[src/sv/pwlr_pkg.sv]
// shared types, register codes and constants of the pulse-width link responder
package pwlr_pkg;

  // default sizes handed to the top level parameters
  localparam int RX_FRAME_BYTES_DEF   = 13;
  localparam int REPLY_DATA_BYTES_DEF = 6;

  // configuration register indexes (byte address = 4 * index)
  localparam logic [2:0] REG_SYNC_MIN      = 3'd0;
  localparam logic [2:0] REG_SYNC_MAX      = 3'd1;
  localparam logic [2:0] REG_BIT_SPLIT     = 3'd2;
  localparam logic [2:0] REG_IDLE_END      = 3'd3;
  localparam logic [2:0] REG_TX_SYNC_TICKS = 3'd4;
  localparam logic [2:0] REG_TX_ZERO_LOW   = 3'd5;

  localparam int PADDR_W = 5;

  // reset values of the registers
  localparam logic [7:0] SYNC_MIN_RST      = 8'd35;
  localparam logic [7:0] SYNC_MAX_RST      = 8'd45;
  localparam logic [7:0] BIT_SPLIT_RST     = 8'd3;
  localparam logic [7:0] IDLE_END_RST      = 8'd40;
  localparam logic [7:0] TX_SYNC_TICKS_RST = 8'd20;
  localparam logic [4:0] TX_ZERO_LOW_RST   = 5'd3;

  // request headers and reply headers
  localparam logic [7:0] REQ_HDR_MERGE = 8'hA0;
  localparam logic [7:0] REQ_HDR_MASK  = 8'hA1;
  localparam logic [7:0] RPL_HDR_MERGE = 8'hA0;
  localparam logic [7:0] RPL_HDR_MASK  = 8'hA3;
  localparam logic [7:0] KEEP_HI_MASK  = 8'hC0;
  localparam logic [7:0] TAKE_LO_MASK  = 8'h3F;
  localparam logic [7:0] CLR_FLAG_MASK = 8'hF7;
  localparam logic [7:0] COUNT_MAX     = 8'hFF;

  typedef struct packed {
    logic rx_tick;
    logic tx_tick;
    logic line_in;
  } sample_t;

  typedef struct packed {
    logic       line_out;
    logic       frame_done;
    logic [3:0] bytes_received;
    logic       tx_busy;
  } result_t;

  typedef struct packed {
    logic [7:0] sync_min;
    logic [7:0] sync_max;
    logic [7:0] bit_split;
    logic [7:0] idle_end;
    logic [7:0] tx_sync_ticks;
    logic [4:0] tx_zero_low;
  } cfg_t;

endpackage

[src/sv/pwlr_cfg.sv]
// apb configuration registers
module pwlr_cfg import pwlr_pkg::*; (
  input  logic               clk,
  input  logic               rst,
  input  logic               psel,
  input  logic               penable,
  input  logic               pwrite,
  input  logic [PADDR_W-1:0] paddr,
  input  logic [31:0]        pwdata,
  output logic [31:0]        prdata,
  output logic               pready,
  output cfg_t               cfg
);

  logic [2:0] index;
  logic       wr;

  assign index  = paddr[PADDR_W-1:2];
  assign wr     = psel & penable & pwrite;
  assign pready = 1'b1;

  always_ff @(posedge clk) begin
    if (rst) begin
      cfg.sync_min      <= SYNC_MIN_RST;
      cfg.sync_max      <= SYNC_MAX_RST;
      cfg.bit_split     <= BIT_SPLIT_RST;
      cfg.idle_end      <= IDLE_END_RST;
      cfg.tx_sync_ticks <= TX_SYNC_TICKS_RST;
      cfg.tx_zero_low   <= TX_ZERO_LOW_RST;
    end else if (wr) begin
      case (index)
        REG_SYNC_MIN:      cfg.sync_min      <= pwdata[7:0];
        REG_SYNC_MAX:      cfg.sync_max      <= pwdata[7:0];
        REG_BIT_SPLIT:     cfg.bit_split     <= pwdata[7:0];
        REG_IDLE_END:      cfg.idle_end      <= pwdata[7:0];
        REG_TX_SYNC_TICKS: cfg.tx_sync_ticks <= pwdata[7:0];
        REG_TX_ZERO_LOW:   cfg.tx_zero_low   <= pwdata[4:0];
        default: ;
      endcase
    end
  end

  always_comb begin
    case (index)
      REG_SYNC_MIN:      prdata = 32'(cfg.sync_min);
      REG_SYNC_MAX:      prdata = 32'(cfg.sync_max);
      REG_BIT_SPLIT:     prdata = 32'(cfg.bit_split);
      REG_IDLE_END:      prdata = 32'(cfg.idle_end);
      REG_TX_SYNC_TICKS: prdata = 32'(cfg.tx_sync_ticks);
      REG_TX_ZERO_LOW:   prdata = 32'(cfg.tx_zero_low);
      default:           prdata = 32'd0;
    endcase
  end

endmodule

[src/sv/pwlr_rx.sv]
// receiver: run-length counting, sync detection, bit capture and frame end
module pwlr_rx import pwlr_pkg::*; #(
  parameter int RX_FRAME_BYTES = RX_FRAME_BYTES_DEF
) (
  input  logic                           clk,
  input  logic                           rst,
  input  logic                           step,
  input  logic                           rx_tick,
  input  logic                           line_in,
  input  cfg_t                           cfg,
  output logic                           frame_end,
  output logic [3:0]                     bytes_next,
  output logic [RX_FRAME_BYTES-1:0][7:0] rx_store
);

  localparam int BW = $clog2(RX_FRAME_BYTES + 1);
  localparam int IW = $clog2(RX_FRAME_BYTES);

  logic          last_level, last_level_next;
  logic [7:0]    pulse_count, pulse_count_next;
  logic          synced, synced_next;
  logic          in_frame, in_frame_next;
  logic [2:0]    rx_bit_index, rx_bit_index_next;
  logic [BW-1:0] rx_byte_index, rx_byte_index_next;
  logic [BW-1:0] done_count, done_count_next;
  logic          store_wr;
  logic [7:0]    store_wdata;
  logic [IW-1:0] store_addr;
  logic [7:0]    done_wide;

  assign store_addr = rx_byte_index[IW-1:0];
  assign done_wide  = 8'(done_count_next);
  assign bytes_next = done_wide[3:0];

  always_comb begin
    last_level_next    = last_level;
    pulse_count_next   = pulse_count;
    synced_next        = synced;
    in_frame_next      = in_frame;
    rx_bit_index_next  = rx_bit_index;
    rx_byte_index_next = rx_byte_index;
    done_count_next    = done_count;
    frame_end          = 1'b0;
    store_wr           = 1'b0;
    store_wdata        = {line_in, rx_store[store_addr][7:1]};
    if (step && rx_tick) begin
      if (!line_in) begin
        if (last_level) begin
          // falling edge: pulse_count holds the high length
          last_level_next  = 1'b0;
          pulse_count_next = 8'd0;
          if (synced) begin
            if (pulse_count == cfg.bit_split) begin
              rx_bit_index_next  = 3'd0;
              rx_byte_index_next = '0;
              synced_next        = 1'b0;
            end else if (rx_byte_index < BW'(RX_FRAME_BYTES)) begin
              store_wr          = 1'b1;
              store_wdata       = {(pulse_count < cfg.bit_split), rx_store[store_addr][7:1]};
              rx_bit_index_next = rx_bit_index + 3'd1;
              if (rx_bit_index_next == 3'd0) begin
                rx_byte_index_next = rx_byte_index + BW'(1);
              end
            end
          end else if (pulse_count > cfg.sync_min && pulse_count < cfg.sync_max) begin
            synced_next   = 1'b1;
            in_frame_next = 1'b1;
          end
        end else begin
          if (pulse_count != COUNT_MAX) begin
            pulse_count_next = pulse_count + 8'd1;
          end
          if (pulse_count_next >= cfg.idle_end && in_frame) begin
            frame_end          = 1'b1;
            done_count_next    = rx_byte_index;
            rx_byte_index_next = '0;
            synced_next        = 1'b0;
            in_frame_next      = 1'b0;
          end
        end
      end else begin
        if (!last_level) begin
          last_level_next  = 1'b1;
          pulse_count_next = 8'd0;
        end else if (pulse_count != COUNT_MAX) begin
          pulse_count_next = pulse_count + 8'd1;
        end
      end
    end
  end

  always_ff @(posedge clk) begin
    if (rst) begin
      last_level    <= 1'b0;
      pulse_count   <= 8'd0;
      synced        <= 1'b0;
      in_frame      <= 1'b0;
      rx_bit_index  <= 3'd0;
      rx_byte_index <= '0;
      done_count    <= '0;
      rx_store      <= '0;
    end else begin
      last_level    <= last_level_next;
      pulse_count   <= pulse_count_next;
      synced        <= synced_next;
      in_frame      <= in_frame_next;
      rx_bit_index  <= rx_bit_index_next;
      rx_byte_index <= rx_byte_index_next;
      done_count    <= done_count_next;
      if (store_wr) begin
        rx_store[store_addr] <= store_wdata;
      end
    end
  end

endmodule

[src/sv/pwlr_tx.sv]
// transmitter: reply build at frame end and pulse-width serializer
module pwlr_tx import pwlr_pkg::*; #(
  parameter int RX_FRAME_BYTES   = RX_FRAME_BYTES_DEF,
  parameter int REPLY_DATA_BYTES = REPLY_DATA_BYTES_DEF
) (
  input  logic                           clk,
  input  logic                           rst,
  input  logic                           step,
  input  logic                           tx_tick,
  input  logic                           frame_end,
  input  logic [RX_FRAME_BYTES-1:0][7:0] rx_store,
  input  cfg_t                           cfg,
  output logic                           line_level_next,
  output logic                           tx_active_next
);

  localparam int TBW = $clog2(REPLY_DATA_BYTES + 3);
  localparam int RW  = (REPLY_DATA_BYTES > 1) ? $clog2(REPLY_DATA_BYTES) : 1;

  logic [REPLY_DATA_BYTES-1:0][7:0] reply_store, reply_built, reply_store_next;
  logic           tx_active, active_built;
  logic [7:0]     tx_tick_count, tx_tick_count_next;
  logic [7:0]     tx_low_start, tx_low_start_next;
  logic           tx_in_low, tx_in_low_next;
  logic [7:0]     tx_shift, shift_built, tx_shift_next;
  logic [3:0]     tx_bit_index, tx_bit_index_next;
  logic [TBW-1:0] tx_byte_index, byte_built, tx_byte_index_next;
  logic [7:0]     tx_checksum, checksum_built, tx_checksum_next;
  logic           line_level;
  logic [8:0]     sync_end;
  logic [8:0]     low_end;
  logic [TBW-1:0] reply_idx;

  assign sync_end  = {1'b0, cfg.tx_sync_ticks} + 9'd1;
  assign low_end   = {1'b0, tx_low_start} + 9'(cfg.tx_zero_low);
  assign reply_idx = tx_byte_index_next - TBW'(1);

  // frame end loads the reply before this item's tx tick is handled
  always_comb begin
    reply_built    = reply_store;
    shift_built    = tx_shift;
    active_built   = tx_active;
    checksum_built = tx_checksum;
    byte_built     = tx_byte_index;
    if (step && frame_end) begin
      if (rx_store[0] == REQ_HDR_MERGE) begin
        shift_built    = RPL_HDR_MERGE;
        reply_built[0] = reply_store[0] | rx_store[1];
      end else if (rx_store[0] == REQ_HDR_MASK) begin
        shift_built    = RPL_HDR_MASK;
        reply_built[0] = (reply_store[0] & KEEP_HI_MASK) | (rx_store[1] & TAKE_LO_MASK);
      end
      for (int k = 1; k < REPLY_DATA_BYTES; k++) begin
        if (k + 1 < RX_FRAME_BYTES) begin
          reply_built[k] = rx_store[k + 1];
        end
      end
      active_built   = 1'b1;
      checksum_built = shift_built;
      byte_built     = '0;
    end
  end

  always_comb begin
    reply_store_next   = reply_built;
    tx_active_next     = active_built;
    tx_tick_count_next = tx_tick_count;
    tx_low_start_next  = tx_low_start;
    tx_in_low_next     = tx_in_low;
    tx_shift_next      = shift_built;
    tx_bit_index_next  = tx_bit_index;
    tx_byte_index_next = byte_built;
    tx_checksum_next   = checksum_built;
    line_level_next    = line_level;
    if (step && tx_tick && active_built) begin
      tx_tick_count_next = tx_tick_count + 8'd1;
      if (tx_tick_count_next == 8'd1) begin
        line_level_next = 1'b0;
      end else if ({1'b0, tx_tick_count_next} == sync_end) begin
        line_level_next = 1'b1;
      end else if ({1'b0, tx_tick_count_next} > sync_end) begin
        if (tx_in_low) begin
          // a one ends its low after one tick, a zero after tx_zero_low ticks
          if (shift_built[0] || {1'b0, tx_tick_count_next} == low_end) begin
            line_level_next   = 1'b1;
            tx_in_low_next    = 1'b0;
            tx_shift_next     = {1'b0, shift_built[7:1]};
            tx_bit_index_next = tx_bit_index + 4'd1;
          end
          if (tx_bit_index_next == 4'd8) begin
            tx_bit_index_next  = 4'd0;
            tx_byte_index_next = byte_built + TBW'(1);
            if (tx_byte_index_next < TBW'(REPLY_DATA_BYTES + 1)) begin
              tx_tick_count_next = sync_end[7:0];
              tx_shift_next      = reply_built[reply_idx[RW-1:0]];
              tx_checksum_next   = checksum_built + tx_shift_next;
            end else if (tx_byte_index_next < TBW'(REPLY_DATA_BYTES + 2)) begin
              tx_tick_count_next = sync_end[7:0];
              tx_shift_next      = checksum_built;
            end else begin
              tx_tick_count_next  = 8'd0;
              tx_active_next      = 1'b0;
              tx_byte_index_next  = '0;
              reply_store_next[0] = reply_built[0] & CLR_FLAG_MASK;
            end
          end
        end else begin
          line_level_next   = 1'b0;
          tx_in_low_next    = 1'b1;
          tx_low_start_next = tx_tick_count_next;
        end
      end
    end
  end

  always_ff @(posedge clk) begin
    if (rst) begin
      reply_store   <= '0;
      tx_active     <= 1'b0;
      tx_tick_count <= 8'd0;
      tx_low_start  <= 8'd0;
      tx_in_low     <= 1'b0;
      tx_shift      <= 8'd0;
      tx_bit_index  <= 4'd0;
      tx_byte_index <= '0;
      tx_checksum   <= 8'd0;
      line_level    <= 1'b0;
    end else begin
      reply_store   <= reply_store_next;
      tx_active     <= tx_active_next;
      tx_tick_count <= tx_tick_count_next;
      tx_low_start  <= tx_low_start_next;
      tx_in_low     <= tx_in_low_next;
      tx_shift      <= tx_shift_next;
      tx_bit_index  <= tx_bit_index_next;
      tx_byte_index <= tx_byte_index_next;
      tx_checksum   <= tx_checksum_next;
      line_level    <= line_level_next;
    end
  end

endmodule

[src/sv/pulse_width_link_responder.sv]
// Single-wire pulse-width link responder. Each sample item carries the rx and tx tick strobes
// and the sampled incoming level; each produces exactly one result item with the outgoing
// level, a frame-done flag, the byte count of the last received frame and the tx busy flag.
// One item is taken every clock cycle while the output is not stalled: the item sits in an
// input register, the receiver and transmitter state update in combinational logic, and the
// result lands in an output register. The user must write the registers over the APB port
// at byte address 4*index only while no item is in flight; the block does not enforce this.
module pulse_width_link_responder import pwlr_pkg::*; #(
  parameter int RX_FRAME_BYTES   = RX_FRAME_BYTES_DEF,
  parameter int REPLY_DATA_BYTES = REPLY_DATA_BYTES_DEF
) (
  input  logic               clk,
  input  logic               rst,
  input  logic               sample_valid,
  output logic               sample_ready,
  input  sample_t            sample,
  output logic               result_valid,
  input  logic               result_ready,
  output result_t            result,
  input  logic               psel,
  input  logic               penable,
  input  logic               pwrite,
  input  logic [PADDR_W-1:0] paddr,
  input  logic [31:0]        pwdata,
  output logic [31:0]        prdata,
  output logic               pready
);

  sample_t    stage;
  logic       stage_valid;
  logic       advance;
  cfg_t       cfg;
  logic       frame_end;
  logic [3:0] bytes_next;
  logic       line_level_next;
  logic       tx_active_next;
  logic [RX_FRAME_BYTES-1:0][7:0] rx_store;

  assign advance      = stage_valid && (!result_valid || result_ready);
  assign sample_ready = !stage_valid || advance;

  always_ff @(posedge clk) begin
    if (rst) begin
      stage_valid <= 1'b0;
    end else if (sample_valid && sample_ready) begin
      stage_valid <= 1'b1;
    end else if (advance) begin
      stage_valid <= 1'b0;
    end
  end

  always_ff @(posedge clk) begin
    if (sample_valid && sample_ready) begin
      stage <= sample;
    end
  end

  pwlr_cfg u_cfg (
    .clk     (clk),
    .rst     (rst),
    .psel    (psel),
    .penable (penable),
    .pwrite  (pwrite),
    .paddr   (paddr),
    .pwdata  (pwdata),
    .prdata  (prdata),
    .pready  (pready),
    .cfg     (cfg)
  );

  pwlr_rx #(
    .RX_FRAME_BYTES (RX_FRAME_BYTES)
  ) u_rx (
    .clk        (clk),
    .rst        (rst),
    .step       (advance),
    .rx_tick    (stage.rx_tick),
    .line_in    (stage.line_in),
    .cfg        (cfg),
    .frame_end  (frame_end),
    .bytes_next (bytes_next),
    .rx_store   (rx_store)
  );

  pwlr_tx #(
    .RX_FRAME_BYTES   (RX_FRAME_BYTES),
    .REPLY_DATA_BYTES (REPLY_DATA_BYTES)
  ) u_tx (
    .clk             (clk),
    .rst             (rst),
    .step            (advance),
    .tx_tick         (stage.tx_tick),
    .frame_end       (frame_end),
    .rx_store        (rx_store),
    .cfg             (cfg),
    .line_level_next (line_level_next),
    .tx_active_next  (tx_active_next)
  );

  always_ff @(posedge clk) begin
    if (rst) begin
      result_valid <= 1'b0;
    end else if (advance) begin
      result_valid <= 1'b1;
    end else if (result_ready) begin
      result_valid <= 1'b0;
    end
  end

  always_ff @(posedge clk) begin
    if (advance) begin
      result.line_out       <= line_level_next;
      result.frame_done     <= frame_end;
      result.bytes_received <= bytes_next;
      result.tx_busy        <= tx_active_next;
    end
  end

endmodule
[config.mk]
export PLATFORM = sky130hd
export DESIGN_NAME = pulse_width_link_responder
export DESIGN_NICKNAME = d
export VERILOG_FILES = /design/src/sv/pwlr_pkg.sv /design/src/sv/pwlr_cfg.sv /design/src/sv/pwlr_rx.sv /design/src/sv/pwlr_tx.sv /design/src/sv/pulse_width_link_responder.sv
export SDC_FILE = /design/constraint.sdc
export NUM_CORES = 1
export LEC_CHECK = 0
export BUFFER_PORTS_ARGS = -buffer_cell sky130_fd_sc_hd__buf_4
export CAP_MARGIN = 10
export CORE_ASPECT_RATIO = 1.75
export CORE_UTILIZATION = 50
export CTS_BUF_LIST = sky130_fd_sc_hd__clkbuf_2 sky130_fd_sc_hd__clkbuf_4 sky130_fd_sc_hd__clkbuf_8
export DETAILED_ROUTE_END_ITERATION = 12
export HOLD_SLACK_MARGIN = 0.02
export PLACE_DENSITY = 0.68
export SLEW_MARGIN = 25
export SYNTH_ARGS = -nofsm -noshare
export SYNTH_HDL_FRONTEND = slang
export SYNTH_SLANG_ARGS = --single-unit
[constraint.sdc]
create_clock -name clk -period 10.1 [get_ports clk]
set_input_delay 0.505 -clock clk [delete_from_list [all_inputs] [get_ports clk]]
set_output_delay 0.505 -clock clk [all_outputs]
set_load 0.005 [all_outputs]
# After elaboration in Yosys (flattened, before gate mapping)
# Index checks and enable logic that the tools add are counted.
dict set report word_totals {
  elab_cells 257
  reg_bits 274
  in_bits 47
  out_inout_bits 42
}
dict set report classes {
  n_lt_le_gt_ge 11
  eq_ne 18
  muxes 127
  n_reduce_logical 33
  addsub 10
  bitwise_logic 8
}
# operator count
set op_table {}
lappend op_table {{2-to-1 mux 8 bit} 45}
lappend op_table {{2-to-1 mux 4 bit} 34}
lappend op_table {{bitwise mux 104 bit} 1}
lappend op_table {{2-to-1 mux 48 bit} 1}
lappend op_table {{case mux 8 bit (6 select lines)} 1}
lappend op_table {{2-to-1 mux 1 bit} 40}
lappend op_table {{binary-select mux 8 bit (select 4 bit)} 1}
lappend op_table {{demux 8 bit (select 4 bit)} 1}
lappend op_table {{binary-select mux 8 bit (select 3 bit)} 1}
lappend op_table {{AND reduction 5 bit} 4}
lappend op_table {{equality test 8 x 9 -> 1 bit} 2}
lappend op_table {{adder 8 x 1 -> 8 bit, second input constant} 2}
lappend op_table {{equality test 8 bit, second input constant} 2}
lappend op_table {{< comparator 8 bit} 2}
lappend op_table {{adder 4 x 1 -> 4 bit, second input constant} 3}
lappend op_table {{AND reduction 2 bit} 6}
lappend op_table {{adder 8 x 1 -> 9 bit, second input constant} 1}
lappend op_table {{adder 8 x 5 -> 9 bit} 1}
lappend op_table {{> comparator 8 x 9 -> 1 bit} 1}
lappend op_table {{logical AND 1 bit} 9}
lappend op_table {{adder 8 bit} 1}
lappend op_table {{equality test 8 x 1 -> 1 bit, second input constant} 1}
lappend op_table {{equality test 8 bit} 1}
lappend op_table {{greater-or-equal comparator 8 bit} 1}
lappend op_table {{other kinds (27)} 45}

# Longest topological paths before layout
# Gate-level depths: netlist of the first run.
dict set report depth {
  ltp_word 38
  mapped_depth 37
  depth_no_buf 36
}

# Cells and area by module
# Synthesis of the first run repeated with hierarchy kept, for this count alone.
dict set report hier_totals {
  hier_cells 1846
  area_unflattened_um2 15675.0
}
# module seq_area_each_um2 cells_per_inst area_each_um2 instances
set by_module_without_submodules {}
lappend by_module_without_submodules {pwlr_rx 2522.4 782 6653.9 1}
lappend by_module_without_submodules {pwlr_tx 1821.7 770 6239.7 1}
lappend by_module_without_submodules {pwlr_cfg 900.9 274 2377.3 1}
lappend by_module_without_submodules {pulse_width_link_responder 340.3 20 404.1 1}

# Worst setup path after synthesis of the first run
# No wires, ideal clock.
dict set report synth_timing {
  kind {register -> register}
  start {reg u_rx.pulse_count[3]}
  end {reg u_tx.tx_checksum[7]}
  n_path_buf 4
  setup_ns 0.082
  arrival_time_ns 7.364
  synth_period_minus_slack_ns 7.446
  path_stages_with_launch 37
  setup_slack_ns 2.654
  required_time_ns 10.018
  cell_sequence {dfxtp_1 nand3_1 nor2_1 nand4_1 nor2b_1 nand3_1 xnor2_1 ha_1 and3_1 a221oi_2 o21ai_1 nand2_1 clkbuf_1 buf_1 clkbuf_1 buf_1 and2_1 ha_1 o31a_1 ha_1 a21o_1 o211a_4 o41ai_2 o22ai_1 inv_1 ha_1 a21o_1 a21o_1 a21o_1 a21oi_1 nor2b_1 o21ai_0 nor2b_1 nand3_1 a21boi_0 a31oi_1 o2111ai_1}
}
dict set report synth_via {
  elab_chain_cells 38
  elab_cells_between_ends 49
  cone_classes {add/sub (4); order compare (3); eq/ne (2); mux (36); reduce/logical (4)}
}
# item line_no
set synth_rtl {}
lappend synth_rtl {{from (decl)} pwlr_rx.sv:20} ;# logic [7:0] pulse_count, pulse_count_next;
lappend synth_rtl {{from (signal assigned)} pwlr_rx.sv:104} ;# pulse_count <= pulse_count_next;
lappend synth_rtl {{adder 8 x 1 -> 8 bit / != test 8 bit (equally long branches)} {pwlr_rx.sv:71, pwlr_rx.sv:70}}
lappend synth_rtl {{2-to-1 mux 8 bit *} -}
lappend synth_rtl {{2-to-1 mux 8 bit *} pwlr_rx.sv:48} ;# if (last_level) begin
lappend synth_rtl {{2-to-1 mux 8 bit *} pwlr_rx.sv:47} ;# if (!line_in) begin
lappend synth_rtl {{2-to-1 mux 8 bit *} pwlr_rx.sv:46} ;# if (step && rx_tick) begin
lappend synth_rtl {{greater-or-equal comparator 8 bit *} pwlr_rx.sv:73} ;# if (pulse_count_next >= cfg.idle_end && in_frame) begin
lappend synth_rtl {{logical AND 1 bit *} pwlr_rx.sv:73}
lappend synth_rtl {{2-to-1 mux 1 bit *} pwlr_rx.sv:73}
lappend synth_rtl {{2-to-1 mux 1 bit *} pwlr_rx.sv:48}
lappend synth_rtl {{2-to-1 mux 1 bit *} pwlr_rx.sv:47}
lappend synth_rtl {{2-to-1 mux 1 bit *} pwlr_rx.sv:46}
lappend synth_rtl {{logical AND 1 bit *} pwlr_tx.sv:45} ;# if (step && frame_end) begin
lappend synth_rtl {{parallel branches: the longest is 25 deep, another holds adder 4 x 1 -> 4 bit} -}
lappend synth_rtl {{2-to-1 mux 8 bit *} pwlr_tx.sv:75} ;# if (step && tx_tick && active_built) begin
lappend synth_rtl {{to (signal assigned)} pwlr_tx.sv:137} ;# tx_checksum <= tx_checksum_next;
lappend synth_rtl {{to (decl)} pwlr_tx.sv:28} ;# logic [7:0] tx_checksum, checksum_built, tx_checksum_next;
# Every way passes the cells marked *. The select of a mux whose other input is x is not followed.
# A chain may end at the register's enable or synchronous reset.

# Final worst setup path of the first run
# Ends and elaborated chain as after synthesis.

==> run_results.csv, run 1 <==
group,metric,value,unit
outcome,status,"finished with violations",
outcome,failed_checks,"design-rule violations",
placed_design,pre_cts_ws,1780,ps
sta,maxClockFrequency,0.118,GHz
sta,finalSetupTns,0,ps
clock_network,root_buffer,"clkbuf_8",
worst_setup_path,crit_family,"compound AO/OA/AOI/OAI gates",
clock_network,clk_path_buf_depth,3,
power_and_ir_drop,clkPwrFrac,46.5,%
power_and_ir_drop,p_int,1.62,mW
detailed_routing,viasPerCell,5.80,
detailed_routing,ant_nets,0,
clock_network,hold_buffers,0,
synth,ys_ff_latch,268,
synth,synth-async-reset-ratio,0,%
worst_hold_path,hold_path_depth,1,
grt,grt_pass1_vias,12700,
die,die_h,230,um
worst_hold_path,min_to,"stage[1]$_DFFE_PP_",
die,die_x,132,um
synth,synth.yosys.warnings,0,
die,core_area,29300,sq um
synth,ys_seq_area_share,36.9,%
flow_run,maxCapViolCount,0,
sta,fin_crit_sh,83.6,%
worst_setup_path,critical_path_buf_inv_count,2,
power_and_ir_drop,pwr-share-seq,50.4,%
sta,slew_headroom,30.3,%
sta,period_minus_slack,8440,ps
clock_network,cts_tree,"yes",
finish,drive_gt1_share,11.1,%
sta,tightest_slew,1040,ps
synth,netlist_instances,1802,
worst_setup_path,critPathKind,"reg -> reg",
clock_network,cts.repair.resized,0,
die,start_util,50.6,%
power_and_ir_drop,cellPowerDensity,131,nW/um^2
detailed_routing,post_drt_wl_per_cell,18.8,um
finish,fin_cells,2215,
power_and_ir_drop,vdd.ir_drop.worst,0.0000908,V
finish,area_growth,9.04,%
synth,synth_edf_count,10,
worst_setup_path,cp_max_fo,14,
grt,grt_util_all_layers,27.5,%
worst_setup_path,rrSetupSlack,1660,ps
sta,finalHoldViolations,0,
worst_setup_path,cp_slowest_cell,"a21oi_1",
placed_design,dp_hpwl,30700,um
detailed_routing,drc,2,
placed_design,placed_cell_area,15300,sq um
detailed_routing,drt_pre_antenna_iters,9,
finish,nets,1915,
worst_hold_path,hp-start,"sample[1]",
synth,synth_area,14800,sq um
die,io_pins,89,
clock_network,path_clk_slew,70,ps
power_and_ir_drop,sw_frac_of_total,23.8,%
worst_setup_path,crit_arrival,8940,ps
grt,grt_pass1_wl,66000,um
finish,seqCellArea,5470,sq um
power_and_ir_drop,p_leak,6.32,nW
placed_design,dp_cells,2139,
synth,syn_area_per_cell,8.23,sq um
clock_network,cts_setup_buffers,0,
worst_setup_path,r2r-end,"u_tx.tx_checksum[7]$_SDFF_PP0_",
detailed_routing,route.vias.total,12900,
power_and_ir_drop,combinationalPowerShare,3.1,%
worst_setup_path,worstPathRequired,10600,ps
clock_network,numCtsBuffers,41,
clock_network,insertion_delay,610,ps
detailed_routing,wirelength,41700,um
sta,finalMaxSlewViolations,0,
worst_setup_path,start_kind,"register",
die,fp-row-count,83,
worst_hold_path,hold_path_class,"in -> reg",
worst_setup_path,crit_path_end_kind,"register",
sta,setup_slack,1660,ps
finish,diodes,0,
worst_setup_path,critical_path.max_stage_delay,560,ps
power_and_ir_drop,p_total,2.13,mW
sta,rsz0062_at_grt,"false",
finish,final_area,16200,sq um
grt,grt_start_max_net_pins,93,
clock_network,h-tree-depth,2,
grt,antenna_found_initial,0,
synth,yosysUniqueCellTypes,87,
finish,multiInputGateArea,8640,sq um
clock_network,cts_sinks,268,
finish,fill_cells,2755,
power_and_ir_drop,p_switching,0.506,mW
worst_setup_path,r2r-start,"u_rx.pulse_count[3]$_SDFFE_PP0P_",
die,dieArea,30400,sq um
sta,clock_skew,32.7,ps
synth,ys.flop_type,"dfxtp_1",
sta,setup_violations,0,
worst_setup_path,rr_worst_depth,35,
placed_design,place.gp.congestion,0.921,
grt,grt-ovfl-total,0,
detailed_routing,drtIter0Drc,754,
placed_design,port_buffers,37,
logic make-up (layout without fill, tap and decap cells):
logic type | after synthesis | in the layout | synth area share, %
compound gates | 340 | 340 | 15.3
other cells | 2 | 25 | 0.0506
buf+inv | 190 | 198 | 5.59
flops | 268 | 268 | 36.9
xor+xnor | 38 | 38 | 2.72
mux | 121 | 121 | 10.4
fa+ha+maj | 68 | 68 | 5.84
simple gates | 775 | 775 | 23.3
metrics by stage:
stage          utilization, %  hold slack (ps)
3_3_place_gp             52.1              434
6_report                 55.2             81.1
5_1_grt                  55.2             74.6
4_1_cts                  55.2             57.3
2_1_floorplan               -              421
3_5_place_dp             52.1              446
power groups by stage:
stage                     Clock, mW  Sequential, mW  Combinational (mW)
after floorplan                   0            1.09              0.0479
after global placement            0            1.09              0.0652
after detailed placement          0            1.09              0.0658
after CTS                      1.00            1.07              0.0658
after global routing           1.05            1.07              0.0720
final                         0.988            1.07              0.0664
worst max-delay path by stage:
stage	from	end	slack, ps	cells past startpoint
5_1_grt	u_rx.pulse_count[3]$_SDFFE_PP0P_	u_tx.tx_checksum[7]$_SDFF_PP0_	1060	36
3_3_place_gp	u_rx.pulse_count[3]$_SDFFE_PP0P_	u_tx.tx_checksum[7]$_SDFF_PP0_	1850	36
3_5_place_dp	u_rx.pulse_count[3]$_SDFFE_PP0P_	u_tx.tx_checksum[7]$_SDFF_PP0_	1780	36
6_report	u_rx.pulse_count[3]$_SDFFE_PP0P_	u_tx.tx_checksum[7]$_SDFF_PP0_	1660	35
2_1_floorplan	u_rx.pulse_count[3]$_SDFFE_PP0P_	u_tx.tx_checksum[7]$_SDFF_PP0_	2650	36
4_1_cts	u_rx.pulse_count[3]$_SDFFE_PP0P_	u_tx.tx_checksum[7]$_SDFF_PP0_	1690	36
routing by layer:
layer / share of wire [%] / global-route usage (%) / up-vias
met1: 36 / 27.2 / 6054
met3: 3.8 / 3.48 / 157
li1: - / - / 6269
met5: 0 / 0 / -
met2: 53 / 52.1 / 376
met4: 7.5 / 20.2 / 0
synthesized netlist by cell type (4+ instances only):
| cell | n | area [sq um] |
|---|---|---|
| a311oi_1 | 4 | 35.0 |
| buf_1 | 15 | 56.3 |
| xor2_1 | 12 | 105 |
| xnor2_1 | 20 | 175 |
| a21oi_1 | 101 | 505 |
| buf_2 | 5 | 25.0 |
| a22oi_1 | 33 | 248 |
| inv_1 | 61 | 229 |
| mux2i_1 | 80 | 801 |
| or2_2 | 4 | 25.0 |
| and3_1 | 21 | 131 |
| a31oi_1 | 9 | 56.3 |
| o211ai_1 | 5 | 37.5 |
| clkbuf_1 | 80 | 300 |
| mux4_2 | 24 | 541 |
| nand2_1 | 164 | 616 |
| nor3_1 | 108 | 541 |
| o21a_1 | 12 | 90.1 |
| o22ai_1 | 13 | 81.3 |
| or3_1 | 5 | 31.3 |
| a21o_1 | 12 | 90.1 |
| mux2_2 | 16 | 180 |
| and2_1 | 16 | 100 |
| nor2b_1 | 30 | 188 |
| nand2b_1 | 13 | 81.3 |
| xnor3_1 | 4 | 90.1 |
| nor2_1 | 340 | 1280 |
| nand4_1 | 12 | 75.1 |
| o21ai_0 | 57 | 285 |
| o2111ai_1 | 4 | 35.0 |
| ha_1 | 66 | 826 |
| a211oi_1 | 35 | 263 |
| dfxtp_1 | 258 | 5160 |
| edfxtp_1 | 10 | 300 |
| buf_4 | 25 | 188 |
| a211o_1 | 17 | 149 |
| nor4_1 | 5 | 31.3 |
| nand3_1 | 38 | 190 |
cell type report:
type                    instances  area share (%)
multi-input cells            1367            53.4
clock buffers                  61            4.84
well taps                     382            2.96
repair buffers                 59            2.78
flip-flops and latches        268            33.8
clock inverters                15           0.727
inverters                      63            1.46
cell usage in the layout (no fill, tap or decap), types with 17 or more instances in the layout:
cell type,n
mux4_2,24
ha_1,66
nor2b_1,30
conb_1,25
a22oi_1,33
a211o_1,17
a211oi_1,35
inv_1,61
mux2i_1,80
nand2_1,163
nand3_1,38
a21oi_1,101
and3_1,21
buf_4,58
nor2_1,339
xnor2_1,20
dfxtp_1,258
o21ai_0,57
nor3_1,108
clkbuf_8,53
state kept, by name, summed over array words and instances, names as in the netlist, 3 cells and up:
signal and flops:
result 7, u_tx.tx_low_start 8, u_rx.rx_byte_index 4, u_tx.tx_checksum 8, u_tx.reply_store 48, u_tx.tx_byte_index 4
u_tx.tx_bit_index 4, stage 3, u_rx.rx_bit_index 3, u_tx.tx_tick_count 8, u_rx.rx_store 98, u_rx.pulse_count 8
u_tx.tx_shift 8, u_cfg.cfg 45, u_rx.done_count 4
No activity file was read; power rests on OpenSTA's default activity.
==> inputs of run 2 (changes only) <==
ABC_AREA = 1   (was default)
PLACE_DENSITY = 0.7   (was 0.68)
clock period = 6.77 ns   (was 10.1 ns; I/O delays follow)
==> run_results.csv, run 2 <==
group,metric,value,unit
clock_network,clk_path_buf_depth,3,
power_and_ir_drop,p_switching,0.743,mW
worst_setup_path,crit_path_end_kind,"register",
outcome,status,"completed",
sta,clock_skew,34.9,ps
finish,largest_register_ffs,98,
grt,grt_pass1_vias,12900,
synth,netlist_instances,2000,
synth,ys_seq_area_share,38.3,%
detailed_routing,drtIter0Drc,769,
sta,finalHoldViolations,0,
detailed_routing,ant_nets,0,
finish,nets,2134,
placed_design,place.gp.congestion,0.941,
worst_setup_path,crit_arrival,6600,ps
sta,setup_slack,689,ps
placed_design,port_buffers,37,
sta,rsz0062_at_grt,"false",
synth,synth.top_cell.area_share,36.2,%
worst_setup_path,critPathKind,"reg -> reg",
synth,ys_ff_latch,268,
finish,final_common_cell,"nand2_1",
clock_network,cts_sinks,268,
power_and_ir_drop,p_leak,6.54,nW
synth,synth_edf_count,10,
sta,tightest_slew,1020,ps
power_and_ir_drop,p_int,2.43,mW
finish,reg_top3,"u_rx.rx_store (98), u_tx.reply_store (48), u_cfg.cfg (45)",
detailed_routing,drc,0,
synth,synth_common_cells,"303 x nand2_1, 258 x dfxtp_1, 251 x o21ai_0",
grt,grt_util_all_layers,27.8,%
sta,finalMaxSlewViolations,0,
grt,grt_start_max_net_pins,89,
sta,period_minus_slack,6080,ps
worst_setup_path,worstPathRequired,7290,ps
finish,area_growth,9.98,%
die,io_pins,89,
detailed_routing,route.vias.total,13300,
die,die_h,225,um
finish,final_cell_mix,"303 x nand2_1, 256 x dfxtp_1, 251 x o21ai_0",
synth,yosysMostFrequentCell,"nand2_1",
sta,slew_headroom,32.0,%
grt,grt_pass1_wl,63600,um
worst_setup_path,cp_slowest_cell,"dfxtp_2",
power_and_ir_drop,sw_frac_of_total,23.4,%
power_and_ir_drop,vdd.ir_drop.worst,0.000127,V
worst_setup_path,critical_path.max_stage_delay,400,ps
clock_network,h-tree-depth,2,
worst_setup_path,start_kind,"register",
die,fp-row-count,81,
detailed_routing,post_drt_wl_per_cell,16.3,um
finish,regMostFlops,"u_rx.rx_store",
sta,setup_violations,0,
power_and_ir_drop,clkPwrFrac,46.1,%
worst_hold_path,hold_path_class,"in -> reg",
detailed_routing,wirelength,39600,um
sta,maxClockFrequency,0.164,GHz
synth,synth_top_cell_by_area,"dfxtp_1",
worst_setup_path,cp_max_fo,10,
power_and_ir_drop,pwr-share-seq,50.3,%
synth,synth.area.top_cells,"dfxtp_1 36%, o21ai_0 8.8%, a21oi_1 8.1%",
sta,fin_crit_sh,89.8,%
detailed_routing,viasPerCell,5.49,
synth,yosysUniqueCellTypes,55,
clock_network,cts_tree,"yes",
die,core_area,28000,sq um
power_and_ir_drop,cellPowerDensity,202,nW/um^2
die,dieArea,29200,sq um
synth,syn_area_per_cell,7.13,sq um
synth,synth-async-reset-ratio,0,%
synth,synth.yosys.warnings,0,
placed_design,dp_hpwl,29300,um
grt,antenna_found_initial,0,
clock_network,path_clk_slew,70,ps
synth,synth_area,14300,sq um
die,start_util,51.0,%
flow_run,maxCapViolCount,0,
clock_network,root_buffer,"clkbuf_8",
synth,ys.flop_type,"dfxtp_1",
finish,drive_gt1_share,9.41,%
power_and_ir_drop,p_total,3.17,mW
sta,finalSetupTns,0,ps
die,die_x,130,um
worst_setup_path,cp_common_cell,"nand2_1",
clock_network,insertion_delay,600,ps
detailed_routing,drt_pre_antenna_iters,6,
clock_network,numCtsBuffers,41,
power_and_ir_drop,combinationalPowerShare,3.6,%
placed_design,pre_cts_ws,512,ps
finish,diodes,0,
grt,grt-ovfl-total,0,
run 2: changes by cell type in the layout (fill, tap and decap cells not counted), sizes merged, moves of 81 or more:
cell   delta
nor3     -81
inv     +184
a21oi   +128
o21ai   +195
nor2    -130
nand2   +155
run 2: cell type report:
type                    count  area, sq um
repair buffers             63          488
inverters                 256          962
well taps                 373          467
flip-flops and latches    268         5470
clock buffers              60          757
fillers                  2770        12300
clock inverters            15          136
multi-input cells        1389         7400
run 2: power groups by stage:
stage | combinational [mW] | clock (mW) | sequential (mW)
6_report | 0.114 | 1.46 | 1.60
5_1_grt | 0.127 | 1.56 | 1.60
4_1_cts | 0.113 | 1.49 | 1.60
3_5_place_dp | 0.110 | 0 | 1.63
3_3_place_gp | 0.108 | 0 | 1.63
2_1_floorplan | 0.0785 | 0 | 1.63
run 2: worst max-delay path: cells and delay by family, from the launching register on:
family | cells | cell delay [ps]
AO/OA/AOI/OAI | 4 | 660
adder cells (fa/ha/maj) | 4 | 1250
buffers and inverters | 5 | 460
flip-flops | 1 | 400
multiplexers | 1 | 340
AND/OR/NAND/NOR | 28 | 2910
run 2: layer usage:
layer  vias up  track usage [%]  wire length, um
met4         0             20.0             2670
li1       6673                -                -
met5         -                0                0
met3       158             4.56             1860
met2       413             51.6            20800
met1      6070             27.2            14300
run 2: path summary, 6_finish.rpt:
check                                         from  depth (start not counted)  slack, ps                        endpoint
hold reg to reg     u_rx.rx_store[16]$_SDFFE_PP0P_                          2        450  u_rx.rx_store[16]$_SDFFE_PP0P_
setup / recovery  u_rx.pulse_count[1]$_SDFFE_PP0P_                         42        690  u_tx.tx_checksum[7]$_SDFF_PP0_
setup reg to reg  u_rx.pulse_count[1]$_SDFFE_PP0P_                         42        690  u_tx.tx_checksum[7]$_SDFF_PP0_
hold / removal                           pwdata[0]                          3         50      u_cfg.cfg[37]$_SDFFE_PP1P_
run 2: cells by family after synthesis:
family,share of synthesized area (%)
flops,38.3
fa+ha+maj,6.07
compound gates,22.2
other cells,0.0527
simple gates,21.0
xor+xnor,1.47
mux,0.500
buf+inv,10.4
run 2: per-stage QoR:
| step | instances | cell area, sq um | hold slack, ps | util (%) |
|---|---|---|---|---|
| 2_1_floorplan | 2023 | 14300 | 424 | - |
| 3_3_place_gp | 2343 | 14700 | 439 | 52.6 |
| 3_5_place_dp | 2343 | 14700 | 448 | 52.6 |
| 4_1_cts | 2424 | 15700 | 25.0 | 56.0 |
| 5_1_grt | 2424 | 15700 | 43.9 | 56.1 |
| 6_report | 2424 | 15700 | 47.6 | 56.1 |
run 2: repair_timing:
action | CTS | global route
hold endpoints to repair | 6 | 0
gates resized for setup | 0 | 4
setup buffers | 0 | 0
hold buffers | 6 | 0
endpoints found under the setup margin | 0 | 2
==> inputs of run 3 (changes only) <==
CTS_BUF_LIST = sky130_fd_sc_hd__clkbuf_4 sky130_fd_sc_hd__clkbuf_8 sky130_fd_sc_hd__clkbuf_16   (was sky130_fd_sc_hd__clkbuf_2 sky130_fd_sc_hd__clkbuf_4 sky130_fd_sc_hd__clkbuf_8)
REMOVE_ABC_BUFFERS = 1   (was default)
==> run_results.csv, run 3 (same netlist as run 2, synthesis figures left out) <==
group,metric,value,unit
sta,maxClockFrequency,0.162,GHz
worst_setup_path,start_kind,"register",
clock_network,root_buffer,"clkbuf_16",
power_and_ir_drop,p_leak,6.50,nW
power_and_ir_drop,p_total,3.23,mW
sta,setup_slack,591,ps
finish,final_cell_mix,"303 x nand2_1, 258 x dfxtp_1, 251 x o21ai_0",
finish,final_area,15700,sq um
grt,grt_pass1_wl,61300,um
clock_network,cts_sinks,268,
sta,finalHoldViolations,0,
die,die_x,130,um
worst_setup_path,worstPathRequired,7260,ps
finish,area_growth,9.90,%
sta,tightest_slew,967,ps
worst_setup_path,endpoint,"u_tx.tx_checksum[7]$_SDFF_PP0_",
outcome,status,"completed",
worst_setup_path,cp_common_cell,"nand2_1",
die,die_h,225,um
clock_network,insertion_delay,560,ps
detailed_routing,route.vias.total,13100,
grt,grt_pass1_vias,12700,
detailed_routing,ant_nets,0,
worst_setup_path,crit_path_end_kind,"register",
sta,setup_violations,0,
finish,final_common_cell,"nand2_1",
clock_network,h-tree-depth,1,
worst_hold_path,hold_path_class,"in -> reg",
die,core_area,28000,sq um
sta,slew_headroom,35.1,%
finish,nets,2117,
placed_design,port_buffers,37,
placed_design,dp_hpwl,28400,um
placed_design,place.gp.congestion,0.901,
die,fp-row-count,81,
detailed_routing,drtIter0Drc,731,
worst_setup_path,critical_path.max_stage_delay,380,ps
grt,antenna_found_initial,0,
sta,period_minus_slack,6180,ps
clock_network,path_clk_slew,70,ps
detailed_routing,viasPerCell,5.48,
die,start_util,51.0,%
placed_design,pre_cts_ws,472,ps
worst_setup_path,rrSetupSlack,590,ps
flow_run,maxCapViolCount,0,
worst_setup_path,critPathKind,"reg -> reg",
finish,final_core_util,56.0,%
placed_design,placed_cell_area,14700,sq um
power_and_ir_drop,cellPowerDensity,206,nW/um^2
die,io_pins,89,
detailed_routing,drc,0,
finish,drive_gt1_share,7.96,%
clock_network,cts_tree,"yes",
worst_setup_path,crit_path_start,"u_rx.pulse_count[0]$_SDFFE_PP0P_",
detailed_routing,drt_pre_antenna_iters,5,
finish,largest_register_ffs,98,
die,dieArea,29200,sq um
clock_network,numCtsBuffers,26,
grt,grt_util_all_layers,26.6,%
power_and_ir_drop,vdd.ir_drop.worst,0.000180,V
worst_setup_path,r2r-start,"u_rx.pulse_count[0]$_SDFFE_PP0P_",
worst_setup_path,cp_max_fo,9,
worst_setup_path,r2r-end,"u_tx.tx_checksum[7]$_SDFF_PP0_",
finish,diodes,0,
worst_setup_path,cp_slowest_cell,"dfxtp_1",
finish,reg_top3,"u_rx.rx_store (98), u_tx.reply_store (48), u_cfg.cfg (45)",
finish,regMostFlops,"u_rx.rx_store",
sta,clock_skew,21.0,ps
detailed_routing,post_drt_wl_per_cell,16.1,um
worst_setup_path,rr_worst_depth,42,
grt,grt_start_max_net_pins,104,
detailed_routing,wirelength,38500,um
clock_network,clk_path_buf_depth,3,
worst_setup_path,crit_arrival,6670,ps
grt,grt-ovfl-total,0,
sta,finalMaxSlewViolations,0,
sta,fin_crit_sh,91.3,%
run 3: worst min path at each step:
stage                     depth (start not counted)                      startpoint                        endpoint  slack, ps
final                                             3                       pwdata[0]       u_cfg.cfg[0]$_SDFFE_PP1P_         60
after global routing                              3                       pwdata[0]      u_cfg.cfg[21]$_SDFFE_PP1P_         50
after CTS                                         4                    result_ready       result_valid$_SDFFE_PP0P_         40
after detailed placement                          2  u_rx.rx_store[91]$_SDFFE_PP0P_  u_rx.rx_store[91]$_SDFFE_PP0P_        450
after global placement                            2  u_tx.reply_store[7]$_SDFF_PP0_  u_tx.reply_store[7]$_SDFF_PP0_        440
after floorplan                                   1                             rst       result_valid$_SDFFE_PP0P_        410
run 3: timing repair:
| item | 4_1_cts | 5_1_grt |
|---|---|---|
| resized for setup | 0 | 3 |
| endpoints found under the setup margin | 0 | 1 |
| setup buffers | 0 | 2 |
| hold buffers | 3 | 0 |
| hold endpoints to repair | 3 | 0 |
run 3: stage by stage:
stage,hold WS (ps),TNS (ps),instances
final,58.9,0,2395
after CTS,36.8,0,2393
after global routing,55.0,-66.5,2395
after detailed placement,446,0,2342
after floorplan,408,0,1913
after global placement,436,0,2342
run 3: report_power, final:
part	internal, mW	leakage (nW)	switching (mW)
Sequential	1.59	2.18	0.00446
Combinational	0.0357	3.89	0.0770
Clock	0.880	0.434	0.641
Total	2.51	6.50	0.722
run 3: routing by layer:
layer,global-route usage (%),vias up,part of all wire (%)
li1,-,6639,-
met1,26.2,6069,37
met2,50.6,297,53
met3,2.78,118,3.2
met4,18.6,0,6.9
met5,0,-,0
run 3: cell type report:
type	instances	area [sq um]
clock buffers	33	734
clock inverters	15	158
fillers	2750	12300
inverters	256	967
multi-input cells	1389	7410
flip-flops and latches	268	5470
well taps	373	467
repair buffers	61	465
run 3: worst max-delay path, delay by kind of cell, from the launching register on:
family / cells / cell delay, ps
adders and majority gates: 4 / 1180
DFF: 1 / 380
muxes: 1 / 340
buffers and inverters: 5 / 450
and+or+nand+nor: 28 / 3090
AOI/OAI and AO/OA: 4 / 660
